==> src/rtl/lru_pr_pkg.sv <==
// ----------------------------------------------------------------------------
// lru_pr_pkg
// Shared constants for the LRU page replacement block.
// ----------------------------------------------------------------------------
`timescale 1ns / 1ps

package lru_pr_pkg;

  // Default sizing
  localparam int FRAMES_DEF     = 16;
  localparam int PAGE_WIDTH_DEF = 16;

  // Fixed port widths
  localparam int PAGE_NUM_W  = 16;
  localparam int FRAME_IDX_W = 4;
  localparam int CFG_W       = 5;
  localparam int APB_ADDR_W  = 3;
  localparam int APB_DATA_W  = 32;

  // Register index, taken from paddr[2]
  localparam logic REG_FRAMES_IN_USE = 1'b0;

endpackage

==> src/rtl/lru_pr_victim.sv <==
// ----------------------------------------------------------------------------
// lru_pr_victim
// Picks the oldest active frame; ties go to the lowest index.
// ----------------------------------------------------------------------------
`timescale 1ns / 1ps

module lru_pr_victim #(
  parameter int FRAMES = 16,
  parameter int RANK_W = 4
) (
  input  logic [FRAMES-1:0][RANK_W-1:0] rank,
  input  logic [FRAMES-1:0]             active,
  output logic [FRAMES-1:0]             victim_oh
);

  // Pairwise compare: a frame wins if it beats every lower active frame
  // strictly and every higher one or equal.
  always_comb begin
    for (int i = 0; i < FRAMES; i++) begin
      victim_oh[i] = active[i];
      for (int j = 0; j < FRAMES; j++) begin
        if (j < i) begin
          if (active[j] && !(rank[i] > rank[j])) victim_oh[i] = 1'b0;
        end else if (j > i) begin
          if (active[j] && !(rank[i] >= rank[j])) victim_oh[i] = 1'b0;
        end
      end
    end
  end

endmodule

==> src/rtl/lru_page_replacement.sv <==
// ----------------------------------------------------------------------------
// lru_page_replacement
// Fully associative LRU frame table: one page request per word.
//   Requests pass the input register, then the result register.
//   Throughput: 1 word per cycle; busy is never raised, the table update
//   (tag compare, victim pick, rank update) is combinational.
//   Results cannot be stalled: result_valid is a one-cycle strobe.
//   Reset (rst, sync, active high): table empty, ranks zero,
//   frames_in_use = FRAMES. No clearing pass.
// ----------------------------------------------------------------------------
`timescale 1ns / 1ps

module lru_page_replacement #(
  parameter int FRAMES     = lru_pr_pkg::FRAMES_DEF,
  parameter int PAGE_WIDTH = lru_pr_pkg::PAGE_WIDTH_DEF
) (
  input  logic                              clk,
  input  logic                              rst,
  // request
  input  logic                              start,
  output logic                              busy,
  input  logic [lru_pr_pkg::PAGE_NUM_W-1:0] page_number,
  // result
  output logic                              result_valid,
  output logic                              page_fault,
  output logic [lru_pr_pkg::FRAME_IDX_W-1:0] frame_index,
  output logic                              evict_valid,
  output logic [lru_pr_pkg::PAGE_NUM_W-1:0] evicted_page,
  // APB config
  input  logic                              psel,
  input  logic                              penable,
  input  logic                              pwrite,
  input  logic [lru_pr_pkg::APB_ADDR_W-1:0] paddr,
  input  logic [lru_pr_pkg::APB_DATA_W-1:0] pwdata,
  output logic [lru_pr_pkg::APB_DATA_W-1:0] prdata,
  output logic                              pready
);

  import lru_pr_pkg::*;

  localparam int RANK_W = $clog2(FRAMES);
  localparam int FIDX_W = $clog2(FRAMES);
  localparam int CNT_W  = $clog2(FRAMES + 1);
  // frames_in_use must be able to hold FRAMES at reset
  localparam int FIU_W  = (CNT_W > CFG_W) ? CNT_W : CFG_W;
  localparam logic [RANK_W-1:0] RANK_MAX = RANK_W'(FRAMES - 1);

  // --------------------------------------------------------------------------
  // Config register
  // --------------------------------------------------------------------------
  logic [FIU_W-1:0] frames_in_use;
  logic             cfg_wr;

  assign pready = 1'b1;
  assign cfg_wr = psel && penable && pwrite && pready;

  always_ff @(posedge clk) begin
    if (rst) begin
      frames_in_use <= FIU_W'(FRAMES);
    end else if (cfg_wr && paddr[2] == REG_FRAMES_IN_USE) begin
      frames_in_use <= FIU_W'(pwdata[CFG_W-1:0]);
    end
  end

  always_comb begin
    prdata = '0;
    if (paddr[2] == REG_FRAMES_IN_USE) prdata = APB_DATA_W'(frames_in_use);
  end

  // Active frame count: 0 acts as 1, anything above FRAMES as FRAMES
  logic [CNT_W-1:0]  n_active;
  logic [FRAMES-1:0] active;

  always_comb begin
    if (frames_in_use == '0) begin
      n_active = CNT_W'(1);
    end else if (32'(frames_in_use) > 32'(FRAMES)) begin
      n_active = CNT_W'(FRAMES);
    end else begin
      n_active = CNT_W'(frames_in_use);
    end
    for (int i = 0; i < FRAMES; i++) active[i] = (32'(i) < 32'(n_active));
  end

  // --------------------------------------------------------------------------
  // Input register: no backpressure, a word every cycle
  // --------------------------------------------------------------------------
  logic                  in_valid;
  logic [PAGE_WIDTH-1:0] in_page;

  assign busy = 1'b0;

  always_ff @(posedge clk) begin
    if (rst) in_valid <= 1'b0;
    else     in_valid <= start && !busy;
  end

  always_ff @(posedge clk) begin
    if (start && !busy) in_page <= PAGE_WIDTH'(page_number);
  end

  // --------------------------------------------------------------------------
  // Frame table
  // --------------------------------------------------------------------------
  logic [FRAMES-1:0][PAGE_WIDTH-1:0] frame_pages;   // no reset, read only when valid
  logic [FRAMES-1:0]                 frame_valid;
  logic [FRAMES-1:0][RANK_W-1:0]     recency_rank;  // 0 = most recent
  logic [CNT_W-1:0]                  filled_count;

  // Tag compare, lowest matching active frame wins
  logic [FRAMES-1:0] match, hit_oh;
  logic              hit;

  always_comb begin
    for (int i = 0; i < FRAMES; i++) begin
      match[i] = frame_valid[i] && active[i] && (frame_pages[i] == in_page);
    end
    hit_oh = match & (~match + FRAMES'(1));
    hit    = |match;
  end

  // Fill goes to the next free slot while the active range has room
  logic              fill;
  logic [FRAMES-1:0] fill_oh;

  assign fill = !hit && (filled_count < n_active);

  always_comb begin
    for (int i = 0; i < FRAMES; i++) fill_oh[i] = (32'(filled_count) == i);
  end

  // Victim: oldest active frame
  logic [FRAMES-1:0] victim_oh;

  lru_pr_victim #(
    .FRAMES (FRAMES),
    .RANK_W (RANK_W)
  ) u_victim (
    .rank      (recency_rank),
    .active    (active),
    .victim_oh (victim_oh)
  );

  // Selected frame and what it held
  logic [FRAMES-1:0]     sel_oh;
  logic [FIDX_W-1:0]     sel_idx;
  logic [RANK_W-1:0]     old_rank;
  logic [PAGE_WIDTH-1:0] old_page;
  logic                  evict;

  assign evict = !hit && !fill;

  always_comb begin
    if (hit)       sel_oh = hit_oh;
    else if (fill) sel_oh = fill_oh;
    else           sel_oh = victim_oh;
    sel_idx  = '0;
    old_rank = '0;
    old_page = '0;
    for (int i = 0; i < FRAMES; i++) begin
      if (sel_oh[i]) begin
        sel_idx  = sel_idx | FIDX_W'(i);
        old_rank = old_rank | recency_rank[i];
      end
      if (victim_oh[i]) old_page = old_page | frame_pages[i];
    end
  end

  // Rank update: the touched frame goes to 0, valid frames younger than
  // its old rank age by one (a fill ages every valid frame), saturating.
  logic [FRAMES-1:0][RANK_W-1:0] rank_next;

  always_comb begin
    for (int i = 0; i < FRAMES; i++) begin
      if (sel_oh[i]) begin
        rank_next[i] = '0;
      end else if (frame_valid[i] && recency_rank[i] < RANK_MAX &&
                   (fill || recency_rank[i] < old_rank)) begin
        rank_next[i] = recency_rank[i] + RANK_W'(1);
      end else begin
        rank_next[i] = recency_rank[i];
      end
    end
  end

  always_ff @(posedge clk) begin
    if (rst) begin
      frame_valid  <= '0;
      recency_rank <= '0;
      filled_count <= '0;
    end else if (in_valid) begin
      recency_rank <= rank_next;
      if (!hit) frame_valid <= frame_valid | sel_oh;
      if (fill) filled_count <= filled_count + CNT_W'(1);
    end
  end

  always_ff @(posedge clk) begin
    for (int i = 0; i < FRAMES; i++) begin
      if (in_valid && !hit && sel_oh[i]) frame_pages[i] <= in_page;
    end
  end

  // --------------------------------------------------------------------------
  // Result register: one-cycle strobe
  // --------------------------------------------------------------------------
  always_ff @(posedge clk) begin
    if (rst) result_valid <= 1'b0;
    else     result_valid <= in_valid;
  end

  always_ff @(posedge clk) begin
    if (in_valid) begin
      page_fault   <= !hit;
      frame_index  <= FRAME_IDX_W'(sel_idx);
      evict_valid  <= evict;
      evicted_page <= evict ? PAGE_NUM_W'(old_page) : '0;
    end
  end

endmodule

==> config.mk <==
export PLATFORM = sky130hd
export DESIGN_NAME = lru_page_replacement
export DESIGN_NICKNAME = d
export VERILOG_FILES = /design/src/rtl/lru_pr_pkg.sv /design/src/rtl/lru_pr_victim.sv /design/src/rtl/lru_page_replacement.sv
export SDC_FILE = /design/constraint.sdc
export NUM_CORES = 1
export LEC_CHECK = 0
export BUFFER_PORTS_ARGS = -buffer_cell sky130_fd_sc_hd__buf_2
export CORE_ASPECT_RATIO = 1.1
export CORE_MARGIN = 10
export CORE_UTILIZATION = 65
export DETAILED_ROUTE_END_ITERATION = 7
export MAX_ROUTING_LAYER = met4
export PLACE_DENSITY = 0.79
export SLEW_MARGIN = 10
export SYNTH_ARGS = -nofsm -noshare
export SYNTH_HDL_FRONTEND = slang
export SYNTH_HIERARCHICAL = 1
export SYNTH_SLANG_ARGS = --single-unit
==> constraint.sdc <==
create_clock -name clk -period 6.7 [get_ports clk]
set_clock_uncertainty 0.05 [all_clocks]
set_input_delay 0.67 -clock clk [delete_from_list [all_inputs] [get_ports clk]]
set_output_delay 0.67 -clock clk [all_outputs]
set_load 0.01 [all_outputs]
==> results of run 1 <==
metrics by stage:
| stage | utilization | instances | hold WS [ps] |
|---|---|---|---|
| after CTS | 0.723 | 4550 | 239 |
| after detailed placement | 0.701 | 4485 | 458 |
| after global placement | 0.701 | 4485 | 447 |
| after floorplan | - | 3668 | 397 |
layer usage:
layer,GRT usage,GRT overflow
met5,-,-
met4,0.512,6
met3,0.371,2
met2,0.725,7
met1,0.537,0
synthesized netlist by cell type (all sizes together) (17+ instances only):
cell / instances
and3: 32
o21a: 32
buf: 92
and4: 84
o21ai: 112
and2: 17
xor2: 109
nand2b: 20
a22oi: 143
nor2b: 95
nor4: 65
dfxtp: 92
a22o: 34
a31oi: 26
nand4: 131
ha: 553
edfxtp: 294
inv: 162
nor3: 57
a221oi: 33
nand3: 149
mux2i: 20
o211ai: 70
nor2: 209
a211oi: 40
xnor2: 160
a21oi: 241
nand2: 243
clkbuf: 68
cells by family after synthesis:
family / share of synthesized area
buf+inv: 0.0447
compound gates: 0.178
simple gates: 0.193
mux: 0.00613
other cells: 0.000218
fa+ha+maj: 0.200
xor+xnor: 0.0682
flops: 0.309
==> flow_summary.ini, run 1 <==
[place]
globalplace.congestion = 1.25
place_hpwl_um = 113000
numPortBuffers = 55
pre_cts_slack_ps = 270
post_dp_cell_area_um2 = 36800

[floorplan]
initial_core_util = 0.657
chipHeight_um = 262
core.rowCount = 88
io_pins = 114
die_w_um = 240

[clock_tree]
clock_sinks = 386
cts-root-to-sink-buffers = 3
hold_buffers = 0
cts_resized = 0
cts_made_buffers = 36
postCtsSetupRepairBufs = 0
cts_root_buf = clkbuf_16
cts.htree.levels = 2

[grt]
first_pass_grt_wire_length_um = 252000
grt_max_degree = 39
grt.overflow.total = 15
grt_usage = 0.552
via_count_of_the_first_global_routing_pass = 38739

[logic_synthesis]
netlist.area_leader.share = 0.256
synthesized_instance_count = 3640
synth.area.top_cells = edfxtp_1 26%, ha_1 20%, dfxtp_1 5.3%
synth_seq_area_share = 0.309
netlist_area_before_placement_um2 = 34500
postSynth.topFlopCell = edfxtp_1
number_of_distinct_library_cells_after_synthesis = 118
flip_flop_and_latch_count_after_synthesis = 386
synth-warning-count = 6
synth_async_sr_flop_share = 0
synth_top_cell_by_area = edfxtp_1
synthesis.area_per_instance_um2 = 9.48
synth_edf_count = 294

[outcome]
firstError = [ERROR GRT-0116] Global routing finished with congestion. Check the congestion regions in the DRC Viewer.
stop_stage = global routing
status = stopped before the end
==> inputs of run 2 (changes only) <==
--- a/config.mk
+++ b/config.mk
@@ -6,12 +6,10 @@
 export NUM_CORES = 1
 export LEC_CHECK = 0
 export BUFFER_PORTS_ARGS = -buffer_cell sky130_fd_sc_hd__buf_2
-export CORE_ASPECT_RATIO = 1.1
 export CORE_MARGIN = 10
-export CORE_UTILIZATION = 65
+export CORE_UTILIZATION = 40
 export DETAILED_ROUTE_END_ITERATION = 7
-export MAX_ROUTING_LAYER = met4
-export PLACE_DENSITY = 0.79
+export PLACE_DENSITY_LB_ADDON = 0.15
 export SLEW_MARGIN = 10
 export SYNTH_ARGS = -nofsm -noshare
 export SYNTH_HDL_FRONTEND = slang
==> flow_summary.ini, run 2 <==
[cells_and_area]
reg.largest.list = frame_pages x256, recency_rank x64
utilization = 0.462
layout_commonest_cell = ha_1
stdcell_count = 5087
max_flop_register = frame_pages
post-route-cell-area_um2 = 39500
area_delta_synth_final_pct = 14.4
number_of_nets_in_the_finished_design = 4519
top_library_cells_by_usage_in_the_layout_fill_and_taps_aside = 553 x ha_1, 294 x edfxtp_1, 290 x buf_4
post_route_cells_drive_above_1_share = 0.130
largest_reg_flops = 256

[power]
vdd.ir_drop.worst_mv = 0.243
power_density_nw_per_um2 = 155
p_leak_nw = 15.3

[setup_path]
r2r-start = recency_rank[13]$_SDFFE_PP0P_
worstRegToRegCells = 25
critPathMaxStageDelay_ps = 510
critical_path.startpoint_type = flop
endpoint_of_the_most_critical_setup_path = recency_rank[50]$_SDFFE_PP0P_
critical_path.endpoint_type = flop
timing.reg2reg.setup_slack_ps = 250
setup.worst_path.start = recency_rank[13]$_SDFFE_PP0P_
critPathRequiredTime_ps = 7130
critPathSlowestCell = a2111o_1
criticalPathCategory = reg2reg
critical_path.max_fanout = 8
crit-reg2reg-capture = recency_rank[50]$_SDFFE_PP0P_
worst-endpoint-arrival_ps = 6870

[timing]
finalSetupTns_ps = 0
setup_repair_after_global_routing_missed_its_margin = false
max_freq_mhz = 155
final.min_clock_period_ps = 6450
finalHoldWorstSlack_ps = 185
slew_viols_final = 0
post-route-period-util = 0.962
tightest_slew_ps = 1200
hold_violations = 0
timing.slew.headroom = 0.201
final-setup-viol-count = 0

[logic_synthesis]
synth_commonest_cells = 553 x ha_1, 294 x edfxtp_1, 242 x nand2_1
flip_flop_and_latch_count_after_synthesis = 386
synthesized_instance_count = 3640
synth_edf_count = 294
synth_seq_area_share = 0.309
number_of_distinct_library_cells_after_synthesis = 118
synthesis.area_per_instance_um2 = 9.48
netlist.area_leader.share = 0.256
synth.area.top_cells = edfxtp_1 26%, ha_1 20%, dfxtp_1 5.3%
synth-warning-count = 6
netlist_area_before_placement_um2 = 34500
synth_async_sr_flop_share = 0
postSynth.topFlopCell = edfxtp_1
dominant_cell_by_count_in_the_synthesized_netlist = ha_1
synth_top_cell_by_area = edfxtp_1

[drt]
routed-via-count = 32995
finalWirelength_um = 163000
initialDrtViolationCount = 3994
drt_pre_antenna_iters = 6
detail_route.vias_per_cell = 6.49
drc_errors = 0
detail_route.wl_per_cell_um = 32.0
antenna_violating_nets_post_route = 0

[place]
place_hpwl_um = 128000
placed_cells_incl_taps = 5008
globalplace.congestion = 1.06
numPortBuffers = 55
post_dp_cell_area_um2 = 37900

[grt]
first_pass_grt_wire_length_um = 228000
via_count_of_the_first_global_routing_pass = 30698
grt_max_degree = 45
grt_usage = 0.318
grt.overflow.total = 0
antenna_violations_before_repair = 4

[clock_tree]
tritoncts = yes
insertion_delay_ps = 610
clock_sinks = 386
hold_buffers = 0
cts-root-to-sink-buffers = 3
cts.htree.levels = 2
clkTransAtPathRegs_ps = 60
cts_made_buffers = 43
cts_root_buf = clkbuf_16
postCtsSetupRepairBufs = 0

[floorplan]
core.rowCount = 107
io_pins = 114
chipHeight_um = 314
initial_core_util = 0.404
die_w_um = 314
die_area_um2 = 98500
core-area_um2 = 85400

[hold_path]
hold_start = page_number[8]
timing.hold.worst.class = in2reg

[outcome]
status = finished clean

[run]
max_cap_viol_count = 0
[run 2: cell counts after synthesis]
Identical to the previous run, type by type.
[run 2: how the worst min path moves through the flow]
stage	to	slack, ps	cells past startpoint
6_report	in_page[8]$_DFFE_PP_	180	1
5_1_grt	in_page[8]$_DFFE_PP_	180	1
2_1_floorplan	frame_valid[15]$_SDFFE_PP0P_	400	2
3_5_place_dp	frame_valid[2]$_SDFFE_PP0P_	460	2
4_1_cts	in_page[7]$_DFFE_PP_	170	1
3_3_place_gp	frame_valid[2]$_SDFFE_PP0P_	460	2
[run 2: kinds of logic after synthesis]
logic type | after synthesis | synth area share
multiplexers | 21 | 0.00613
AO/OA/AOI/OAI | 884 | 0.178
flip-flops | 386 | 0.309
buffers and inverters | 326 | 0.0447
other | 2 | 0.000218
AND/OR/NAND/NOR | 1199 | 0.193
XOR/XNOR | 269 | 0.0682
adder cells (fa/ha/maj) | 553 | 0.200
[run 2: cell type report]
class                      instances  area [um2]
fill                            8349       45900
inverter                         166         626
timing repair buffer             356        2670
tap                             1144        1430
multi-input combinational       2956       22500
clock inverter                    22         370
sequential                       386       10700
clock buffer                      55        1160
antenna                            2        5.00
[run 2: routing by layer]
metal  track usage  vias up  wire length, um
met3        0.0608      533            16000
met2         0.489     2055            70200
met5             0        -                0
met1         0.402    15857            63600
li1              -    14550                -
met4         0.211        0            13000
[run 2: report_power, final]
part	internal [mW]	switching [mW]
logic	0.244	0.551
registers	2.63	0.0607
clock network	1.58	1.07
[run 2: repair_timing]
action	CTS	global route
endpoints found under the setup margin	0	3
resized for setup	0	4
endpoints found under the hold margin	0	0
[run 2: stage by stage]
| stage | power [mW] | setup WS (ps) |
|---|---|---|
| 6_report | 6.14 | 254 |
| 5_1_grt | 6.29 | 3.82 |
| 4_1_cts | 6.13 | 412 |
| 3_5_place_dp | 3.50 | 425 |
| 3_3_place_gp | 3.50 | 428 |
| 2_1_floorplan | 3.17 | 615 |
[run 2: critical path, delay by kind of cell (launching register included)]
family          cells  cell delay, ps
compound gates     11            2370
simple gates        9            1970
buf+inv             3             910
fa+ha+maj           2             650
flops               1             340
Power figures use the tool's default switching activity.
